--- src/rtl/bppc_pkg.sv ---
// Shared types and codes for the button pair press classifier.
`timescale 1ns / 1ps

package bppc_pkg;

    // Status codes reported per button.
    localparam logic [1:0] ST_NONE     = 2'd0;
    localparam logic [1:0] ST_RELEASED = 2'd1;
    localparam logic [1:0] ST_LONG     = 2'd2;
    localparam logic [1:0] ST_PRESSED  = 2'd3;

    // Configuration register indexes.
    localparam int unsigned CFG_INDEX_W = 8;
    localparam logic [CFG_INDEX_W-1:0] REG_CHECK_DELAY = 8'd0;
    localparam logic [CFG_INDEX_W-1:0] REG_LONG_HOLD   = 8'd1;

    localparam int unsigned SINCE_W = 16;
    localparam int unsigned HOLD_W  = 17;
    localparam int unsigned CFG_W   = 16;

    localparam logic [CFG_W-1:0] CHECK_DELAY_RESET = 16'd20;
    localparam logic [CFG_W-1:0] LONG_HOLD_RESET   = 16'd1000;

    typedef struct packed {
        logic level_a;
        logic level_b;
    } t_in_item;

    typedef struct packed {
        logic       pair_pressed;
        logic [1:0] status_a;
        logic [1:0] status_b;
    } t_out_item;

    // Timing settings handed to each button unit.
    typedef struct packed {
        logic [CFG_W-1:0] check_delay;
        logic [CFG_W-1:0] long_hold;
    } t_btn_cfg;

endpackage

--- src/rtl/bppc_button.sv ---
// Sampling and press classification for a single active-low button.
`timescale 1ns / 1ps

module bppc_button (
    input  logic              i_clk,
    input  logic              i_rst_n,
    input  logic              i_step,
    input  logic              i_level,
    input  bppc_pkg::t_btn_cfg i_cfg,
    input  logic              i_pair,
    output logic [1:0]        o_status
);
    import bppc_pkg::*;

    typedef enum logic [3:0] {
        MODE_HELD     = 4'b0001,
        MODE_RELEASED = 4'b0010,
        MODE_LONG     = 4'b0100,
        MODE_PAIRED   = 4'b1000
    } t_mode;

    logic [SINCE_W-1:0] r_since, n_since;
    logic [HOLD_W-1:0]  r_hold, n_hold;
    logic               r_last, n_last;
    t_mode              r_mode, n_mode;

    logic [SINCE_W-1:0] elapsed;
    logic [HOLD_W-1:0]  hold_inc;

    always_comb begin
        elapsed  = (r_since == '1) ? r_since : r_since + 1'b1;
        hold_inc = (r_hold == '1) ? r_hold : r_hold + 1'b1;
        n_since  = elapsed;
        n_hold   = hold_inc;
        n_last   = r_last;
        n_mode   = r_mode;
        o_status = ST_NONE;
        if (elapsed > i_cfg.check_delay) begin
            n_since = '0;
            if (i_level != r_last) begin
                n_last = i_level;
                if (i_level) begin
                    if (r_mode == MODE_HELD) begin
                        n_mode   = MODE_RELEASED;
                        o_status = ST_RELEASED;
                    end
                end else begin
                    n_mode   = MODE_HELD;
                    n_hold   = '0;
                    o_status = ST_PRESSED;
                end
            end else if (!i_level && r_mode == MODE_HELD) begin
                if (hold_inc > {1'b0, i_cfg.long_hold}) begin
                    n_mode   = MODE_LONG;
                    o_status = ST_LONG;
                end else begin
                    o_status = ST_PRESSED;
                end
            end
        end
    end

    // A joint press of both buttons overrides the mode.
    always_ff @(posedge i_clk) begin
        if (!i_rst_n) begin
            r_since <= '0;
            r_hold  <= '0;
            r_last  <= 1'b1;
            r_mode  <= MODE_RELEASED;
        end else if (i_step) begin
            r_since <= n_since;
            r_hold  <= n_hold;
            r_last  <= n_last;
            r_mode  <= i_pair ? MODE_PAIRED : n_mode;
        end
    end

endmodule

--- src/rtl/button_pair_press_classifier.sv ---
// Top level of the button pair press classifier with its handshake stages.
`timescale 1ns / 1ps
// Path: a result passes through the input register and then the result register; either
// register holds it while the output side stalls.
// Throughput: one tick item per cycle while the output side does not stall; the per-button
// counter increment and compare lie between the input register and the result register.
// Reset (synchronous, active low) empties both stages, restores check_delay to 20 and
// long_hold to 1000, and puts both buttons in the released state with cleared counters.
module button_pair_press_classifier (
    input  logic                                 i_clk,
    input  logic                                 i_rst_n,
    input  logic                                 i_in_valid,
    output logic                                 o_in_stall,
    input  bppc_pkg::t_in_item                   i_in_item,
    output logic                                 o_out_valid,
    input  logic                                 i_out_stall,
    output bppc_pkg::t_out_item                  o_out_item,
    input  logic                                 i_cfg_valid,
    output logic                                 o_cfg_ready,
    input  logic [bppc_pkg::CFG_INDEX_W-1:0]     i_cfg_index,
    input  logic [bppc_pkg::CFG_W-1:0]           i_cfg_data
);
    import bppc_pkg::*;

    // Configuration registers. Writes must arrive only while the block is idle; this is
    // not enforced. The port is always ready and indexes beyond the list are ignored.
    t_btn_cfg r_cfg;

    always_ff @(posedge i_clk) begin
        if (!i_rst_n) begin
            r_cfg.check_delay <= CHECK_DELAY_RESET;
            r_cfg.long_hold   <= LONG_HOLD_RESET;
        end else if (i_cfg_valid && o_cfg_ready) begin
            case (i_cfg_index)
                REG_CHECK_DELAY: r_cfg.check_delay <= i_cfg_data;
                REG_LONG_HOLD:   r_cfg.long_hold   <= i_cfg_data;
                default:         ;
            endcase
        end
    end

    assign o_cfg_ready = 1'b1;

    // Input register. It holds a tick until the result register can take its outcome;
    // the button state advances at that same edge.
    logic     r_s1_valid;
    t_in_item r_s1_item;
    logic     r_out_valid;
    t_out_item r_out_item;

    logic advance;
    logic in_xfer;

    assign advance    = r_s1_valid && (!r_out_valid || !i_out_stall);
    assign o_in_stall = r_s1_valid && !advance;
    assign in_xfer    = i_in_valid && !o_in_stall;

    always_ff @(posedge i_clk) begin
        if (!i_rst_n) begin
            r_s1_valid <= 1'b0;
        end else if (in_xfer) begin
            r_s1_valid <= 1'b1;
        end else if (advance) begin
            r_s1_valid <= 1'b0;
        end
    end

    always_ff @(posedge i_clk) begin
        if (in_xfer) begin
            r_s1_item <= i_in_item;
        end
    end

    // Per-button classification. The pair flag is formed from both statuses and fed
    // back so that each button switches to paired mode in the same tick.
    logic [1:0] status_a;
    logic [1:0] status_b;
    logic       pair;

    assign pair = (status_a == ST_PRESSED) && (status_b == ST_PRESSED);

    bppc_button u_button_a (
        .i_clk    (i_clk),
        .i_rst_n  (i_rst_n),
        .i_step   (advance),
        .i_level  (r_s1_item.level_a),
        .i_cfg    (r_cfg),
        .i_pair   (pair),
        .o_status (status_a)
    );

    bppc_button u_button_b (
        .i_clk    (i_clk),
        .i_rst_n  (i_rst_n),
        .i_step   (advance),
        .i_level  (r_s1_item.level_b),
        .i_cfg    (r_cfg),
        .i_pair   (pair),
        .o_status (status_b)
    );

    // Result register. It is reloaded when the input register holds a tick and it is empty or its transfer completes.
    always_ff @(posedge i_clk) begin
        if (!i_rst_n) begin
            r_out_valid <= 1'b0;
        end else if (advance) begin
            r_out_valid <= 1'b1;
        end else if (!i_out_stall) begin
            r_out_valid <= 1'b0;
        end
    end

    always_ff @(posedge i_clk) begin
        if (advance) begin
            r_out_item.pair_pressed <= pair;
            r_out_item.status_a     <= status_a;
            r_out_item.status_b     <= status_b;
        end
    end

    assign o_out_valid = r_out_valid;
    assign o_out_item  = r_out_item;

endmodule

--- config.mk ---
export PLATFORM = sky130hd
export DESIGN_NAME = button_pair_press_classifier
export DESIGN_NICKNAME = d
export VERILOG_FILES = /design/src/rtl/bppc_pkg.sv /design/src/rtl/bppc_button.sv /design/src/rtl/button_pair_press_classifier.sv
export SDC_FILE = /design/constraint.sdc
export NUM_CORES = 1
export LEC_CHECK = 0
export BUFFER_PORTS_ARGS = -buffer_cell sky130_fd_sc_hd__clkbuf_2
export CAP_MARGIN = 40
export CELL_PAD_IN_SITES_DETAIL_PLACEMENT = 2
export CELL_PAD_IN_SITES_GLOBAL_PLACEMENT = 2
export CORE_ASPECT_RATIO = 1.2
export CORE_MARGIN = 10
export CORE_UTILIZATION = 38
export DETAILED_ROUTE_END_ITERATION = 10
export GPL_ROUTABILITY_DRIVEN = 0
export GPL_TIMING_DRIVEN = 0
export PLACE_DENSITY_LB_ADDON = 0.1
export SLEW_MARGIN = 10
export SYNTH_ARGS = -nofsm -noshare
export SYNTH_HDL_FRONTEND = slang
export SYNTH_HIERARCHICAL = 1
export SYNTH_SLANG_ARGS = --single-unit
--- constraint.sdc ---
create_clock -name i_clk -period 6.6 [get_ports i_clk]
set_input_delay 0.33 -clock i_clk [delete_from_list [all_inputs] [get_ports i_clk]]
set_output_delay 0.33 -clock i_clk [all_outputs]
set_load 0.02 [all_outputs]
### Yosys cells after proc, flatten, opt, wreduce, memory -nomap -nowiden

Cells that the tools add are included.

* ROM bits: 0
* logic and storage cells: 108
* bits in latches: 0
* bits in writable memories: 0
* memories: 0
* register bits after elaboration: 117
* output and inout port bits: 8
* input bits: 31

* $add $sub $neg: 4
* shifts and indexed selects: 0
* multipliers: 0
* equal/unequal tests: 14
* reductions and logical operators: 27
* bitwise operators: 0
* $lt $le $gt $ge: 4
* div/mod/pow operators: 0
* multiplexer cells: 42

Operator list (number)
* $mux W17: 8
* $mux W16: 4
* $mux W4: 14
* $add A17 B1 Y17 const B: 2
* $eq A17 B17 Y1 const B: 2
* $gt A17 B16 Y1: 2
* $add A16 B1 Y16 const B: 2
* $eq A16 B16 Y1 const B: 2
* $gt A16 B16 Y1: 2
* $mux W2: 8
* $reduce_bool A3 Y1: 4
* $reduce_and A5 Y1: 2
* $eq A4 B1 Y1 const B: 2
* $eq A8 B1 Y1 const B: 1
* $logic_not A8 Y1: 1
* $mux W1: 8
* $logic_and A1 B1 Y1: 6
* $logic_not A1 Y1: 6
* $reduce_and A3 Y1: 2
* $reduce_bool A2 Y1: 3
* $eq A2 B2 Y1 const B: 2
* $ne A4 B3 Y1 const B: 1
* $ne A4 B4 Y1 const B: 1
* $reduce_and A2 Y1: 2
* other kinds (3): 4

### Logic depth before layout (Yosys ltp)

* word-level depth: 11
* gate-level depth with buffers: 23
* gate-level depth less buffers: 21

### Hierarchy

Netlist, hierarchy kept.

Modules (own cells, without submodules)
* bppc_button (u_button_a): seq. area each 760.7 sq um, area an instance 3385.7 sq um, cells an instance 433, instances 1
* bppc_button (u_button_b): seq. area each 760.7 sq um, area an instance 3340.7 sq um, cells an instance 440, instances 1
* button_pair_press_classifier: seq. area each 890.9 sq um, area an instance 1657.8 sq um, cells an instance 151, instances 1

### Worst setup path before layout

No wires, ideal clock.

* kind: flip-flop to flip-flop
* from: register u_button_b.r_hold[0]
* to: register u_button_b.r_mode[0]
* buffers on the path: 0
* setup time: 0.088 ns
* period minus slack after synthesis: 4.796 ns
* data arrival time: 4.708 ns
* data required time: 6.512 ns
* cell stages (with the launch flop): 21
* setup slack: 1.804 ns
* cells stage by stage: dfxtp_1 > ha_1 > nand4_1 > nor4_4 > nor2_2 > and3_1 > nand4_1 > xnor2_1 > ha_1 > nand3_2 > or4_4 > nor4_1 > a31oi_1 > or3_2 > a21oi_1 > and4_1 > inv_1 > a31oi_1 > nand3b_1 > or2_4 > o32ai_2

* word-level cells in the longest chain between the ends: 11
* elaborated cells on any way between the ends: 16
* classes of those cells: add/sub: 1; order compare: 1; eq/ne: 3; mux: 6; reduce/logical: 5

RTL lines
* start, declared: RTL line bppc_button.sv:23 `logic [HOLD_W-1:0] r_hold, n_hold;`
* start signal, assigned: RTL line bppc_button.sv:72 `r_hold <= n_hold;`
* $add A17 B1 Y17 or $eq A17 B17 Y1 (tied branches): RTL line bppc_button.sv:32 `hold_inc = (r_hold == '1) ? r_hold : r_hold + 1'b1;`
* $mux W17 (*): RTL line bppc_button.sv:32
* $gt A17 B16 Y1 (*): RTL line bppc_button.sv:53 `if (hold_inc > {1'b0, i_cfg.long_hold}) begin`
* $mux W1 (*): RTL line bppc_button.sv:53
* $mux W2 (*): RTL line bppc_button.sv:52 `end else if (!i_level && r_mode == MODE_HELD) begin`
* $mux W2 (*): RTL line bppc_button.sv:40 `if (i_level != r_last) begin`
* $mux W2 (*): RTL line bppc_button.sv:38 `if (elapsed > i_cfg.check_delay) begin`
* net status_b[0]: RTL line button_pair_press_classifier.sv:77 `logic [1:0] status_b;`
* $eq A2 B2 Y1 (*): RTL line button_pair_press_classifier.sv:80 `assign pair = (status_a == ST_PRESSED) && (status_b == ST_PRESSED);`
* $logic_and A1 B1 Y1 (*): RTL line button_pair_press_classifier.sv:80
* net pair: RTL line button_pair_press_classifier.sv:78 `logic pair;`
* $ne A4 B4 Y1 (no source line) (tied with other cells)
* $reduce_and A5 Y1 (no source line)
* end signal, assigned: RTL line bppc_button.sv:74 `r_mode <= i_pair ? MODE_PAIRED : n_mode;`
* end, declared: RTL line bppc_button.sv:25 `t_mode r_mode, n_mode;`

Mark *: on every way through the listed nets, which the timed path passes. The rest lies on a longest branch.
A chain may end at the register's enable or synchronous reset.

### Worst setup path after layout

Ends and elaborated chain as after synthesis.

==> summary.md <==
| Metric | Value |
|---|---|
| CP arrival | `6.39 ns` |
| Number of synthesized flops with an enable pin | `7` |
| Synth Area in XOR/XNOR | `~5%` |
| Die Width | `156 um` |
| Largest family of logic cells by synthesized area | `simple AND/OR/NAND/NOR gates` |
| Initial antenna violation count | `1` |
| RSZ-0062 raised after global routing | `no` |
| # rows | `59` |
| Mapped Cells | `1,024` |
| Synth Net Count | `1,127` |
| HP Class | `in -> reg` |
| Vias in the first global route | `8,705` |
| Total Routing Usage GR | `21.8%` |
| Compound-gate portion of the synthesized area | `16.4%` |
| Synth cell types | `91` |
| Sw Pwr | `between 0.4 and 0.5 mW` |
| Startpoint Class | `flop` |
| Outcome | `complete, no violations` |
| Via count | `7,978` |
| Core area | `0.0217 mm2` |
| Die area | `roughly 0.028 mm2` |
| Setup Buffers After CTS | `0` |
| Simple-gate share of the synthesized area | `27.0%` |
| DRC Markers | `0` |
| DP HPWL | `between 20 and 25 mm` |
| Reg2Reg Depth | `20` |
| Sequential area share after synthesis | `28.8%` |
| Synth warn | `6` |
| Remaining Overflow, GRT | `0` |
| Io pins | `39` |
| Top FF cell, synth | `dfxtp_1` |
| Pleak | `between 3 and 4 nW` |
| Clock Power Share | `53.2%` |
| Post-layout minimum cycle time | `~6 ns` |
| Final setup vio count | `0` |
| CTS Hold Bufs | `0` |
| Largest net degree at the start of global routing | `17` |
| Pre-antenna DRT Iters | `4` |
| GR Util met1 | `24.3%` |
| Syn avg cell area | `8.19 um2` |
| Crit path max fanout | `10` |
| Final period util | `91.7%` |
| Area of the multi-input gates | `0.00538 mm2` |
| CTS resizes | `0` |
| Max transition margin | `45.1%` |
| FILL cells | `2,497` |
| Fin nets | `1,184` |
| Internal power | `~1.4 mW` |
| Worst Tran Pin Value | `0.819 ns` |
| Sw Ratio | `24.5%` |
| Hold Fails Final Rpt | `0` |
| Skew final | `0.0134 ns` |
| Mux share of post-synthesis cell area | `4.97%` |
| First-pass GRT wire length | `approximately 49 mm` |
| Async S/R FF share, synth | `0%` |
| Post-Syn Area | `0.00838 mm2` |
| Total negative slack | `0 ns` |
| CP Capture Type | `flop` |
| Detail Route Antenna Nets | `0` |
| Vias/cell | `5.83` |
| Layout area overhead | `13.6%` |
| Critical Path RT | `6.94 ns` |
| Clk slew on worst S/H paths | `0.06 ns` |
| Initial detailed-routing violation count | `~360` |
| CP Class | `reg -> reg` |
| Met3 Usage GRT | `3.27%` |
| CTS H-tree depth | `4` |
| Register Area | `between 0.002 and 0.0025 mm2` |
| Initial Utilization | `between 30% and 40%` |
| Most frequent cells in the layout | `dfxtp_1, nand2_1, inv_1` |
| IO buf count | `37` |
| Hold_ws | `0.0826 ns` |
| Max Slew Vio Count | `0` |
| Logic gate share of total power | `6.6%` |
| Most common cell after layout, fill and taps aside | `dfxtp_1` |
| Num CTS Buffers | `17` |
| Clk_lat worst skew | `0.43 ns` |
| Hold depth | `1` |
| Root Buffer | `clkbuf_16` |
| Met2 usage | `between 40 and 50%` |
| Final core occ | `43.9%` |
| Clock Path Buffers | `2` |
| Post-Synth Adder-Cell Area | `10.7%` |
| Max Cap Violations | `0` |
| Sinks on Clock Net | `117` |
| DR WL/cell | `22.7 um` |
| Cell area power density | `190 mW/mm2` |
| WL final | `31.0 mm` |
| CTS tree | `done` |
| Fmax | `about 170 MHz` |
| GR peak layer | `met2` |
| Max VDD drop | `about 0.00017 V` |
| Register share of total power | `around two fifths` |
| Synthesis-stage register bit count | `117` |
| Die height | `183 um` |
| Share of layout cells above drive strength 1 | `11.5%` |
==> final cells by class <==
type,instances,area share [%]
Tap cell,274,3.60
Clock buffer,24,5.28
Sequential cell,117,25.3
Timing Repair Buffer,38,2.02
Inverter,79,3.26
Clock inverter,7,0.972
Antenna cell,1,0.0263
Buffer,57,2.98
Multi-Input combinational cell,771,56.5
==> final timing paths <==
path / from / end / slack [ns]
min: i_in_item[0] / r_s1_item[0] / 0.08
max: u_button_b/r_hold[0] / u_button_b/r_mode[0] / 0.55
min reg2reg: u_button_b/r_mode[2] / u_button_b/r_mode[2] / 0.46
max reg2reg: u_button_b/r_hold[0] / u_button_b/r_mode[0] / 0.55
==> cells in the mapped netlist, types with 11 or more instances <==
library cell | instances | area (um2)
nor2b_1 | 35 | 219
o21a_1 | 11 | 82.6
a21oi_1 | 48 | 240
buf_2 | 14 | 70.1
nand4_1 | 37 | 231
and3_1 | 22 | 138
dfxtp_1 | 110 | 2200
inv_1 | 78 | 293
nand3_1 | 68 | 340
clkbuf_1 | 33 | 124
nand3b_1 | 15 | 113
o21ai_0 | 48 | 240
xor2_1 | 16 | 140
nand2_1 | 107 | 402
nor2_1 | 45 | 169
xnor2_1 | 32 | 280
ha_1 | 72 | 901
mux2i_1 | 36 | 360
==> critical path: stages (launching register included) <==
cell	delay [ns]
dfxtp_1	0.44
ha_1	0.31
nand4_1	0.26
nor4_4	0.41
nor2_2	0.18
and3_1	0.30
nand4_1	0.18
xnor2_1	0.11
ha_1	0.37
nand3_2	0.14
or4_4	0.57
nor4_1	0.30
a31oi_1	0.17
or3_2	0.50
a21oi_1	0.20
and4_2	0.49
inv_1	0.07
a31oi_1	0.17
nand3b_1	0.24
or2_4	0.31
o32ai_2	0.23
==> registers in the layout (all words and copies together), names as in the netlist <==
register / count
u_button_b/r_hold: 17
r_s1_item: 2
u_button_a/r_hold: 17
u_button_b/r_mode: 4
u_button_a/r_last: 1
o_out_valid: 1
u_button_a/r_since: 16
u_button_b/r_last: 1
o_out_item: 5
r_cfg: 32
r_s1_valid: 1
u_button_b/r_since: 16
u_button_a/r_mode: 4
==> power by group through the flow <==
stage	clock network [mW]	registers, mW	logic (mW)
3_3_place_gp	0	0.741	0.115
2_1_floorplan	0	0.741	0.0680
3_5_place_dp	0	0.741	0.119
4_1_cts	0.980	0.726	0.120
6_report	0.962	0.726	0.120
5_1_grt	1.01	0.726	0.132
==> cell families after synthesis <==
kind of cell | count (synthesis)
buf+inv | 136
other cells | 1
mux | 41
xor+xnor | 48
flops | 117
fa+ha+maj | 72
compound gates | 202
simple gates | 407
==> per-layer routing <==
| metal | wire, um | part of all wire [%] | up-vias |
|---|---|---|---|
| li1 | - | - | 3779 |
| met1 | 13000 | 42 | 4031 |
| met2 | 16100 | 52 | 128 |
| met3 | 890 | 2.9 | 40 |
| met4 | 1010 | 3.2 | 0 |
| met5 | 0 | 0 | - |
==> per-stage QoR <==
stage / setup WS (ns) / instance area, um2 / total power [mW] / std cells
after floorplan: 1.80 / 8380 / 0.809 / 1024
after global placement: 0.530 / 8910 / 0.856 / 1335
after detailed placement: 0.418 / 8920 / 0.860 / 1336
after CTS: 0.350 / 9520 / 1.83 / 1367
after global routing: 0.151 / 9520 / 1.87 / 1367
final: 0.551 / 9520 / 1.81 / 1368
Note: power is estimated with default switching activity, not from simulation.
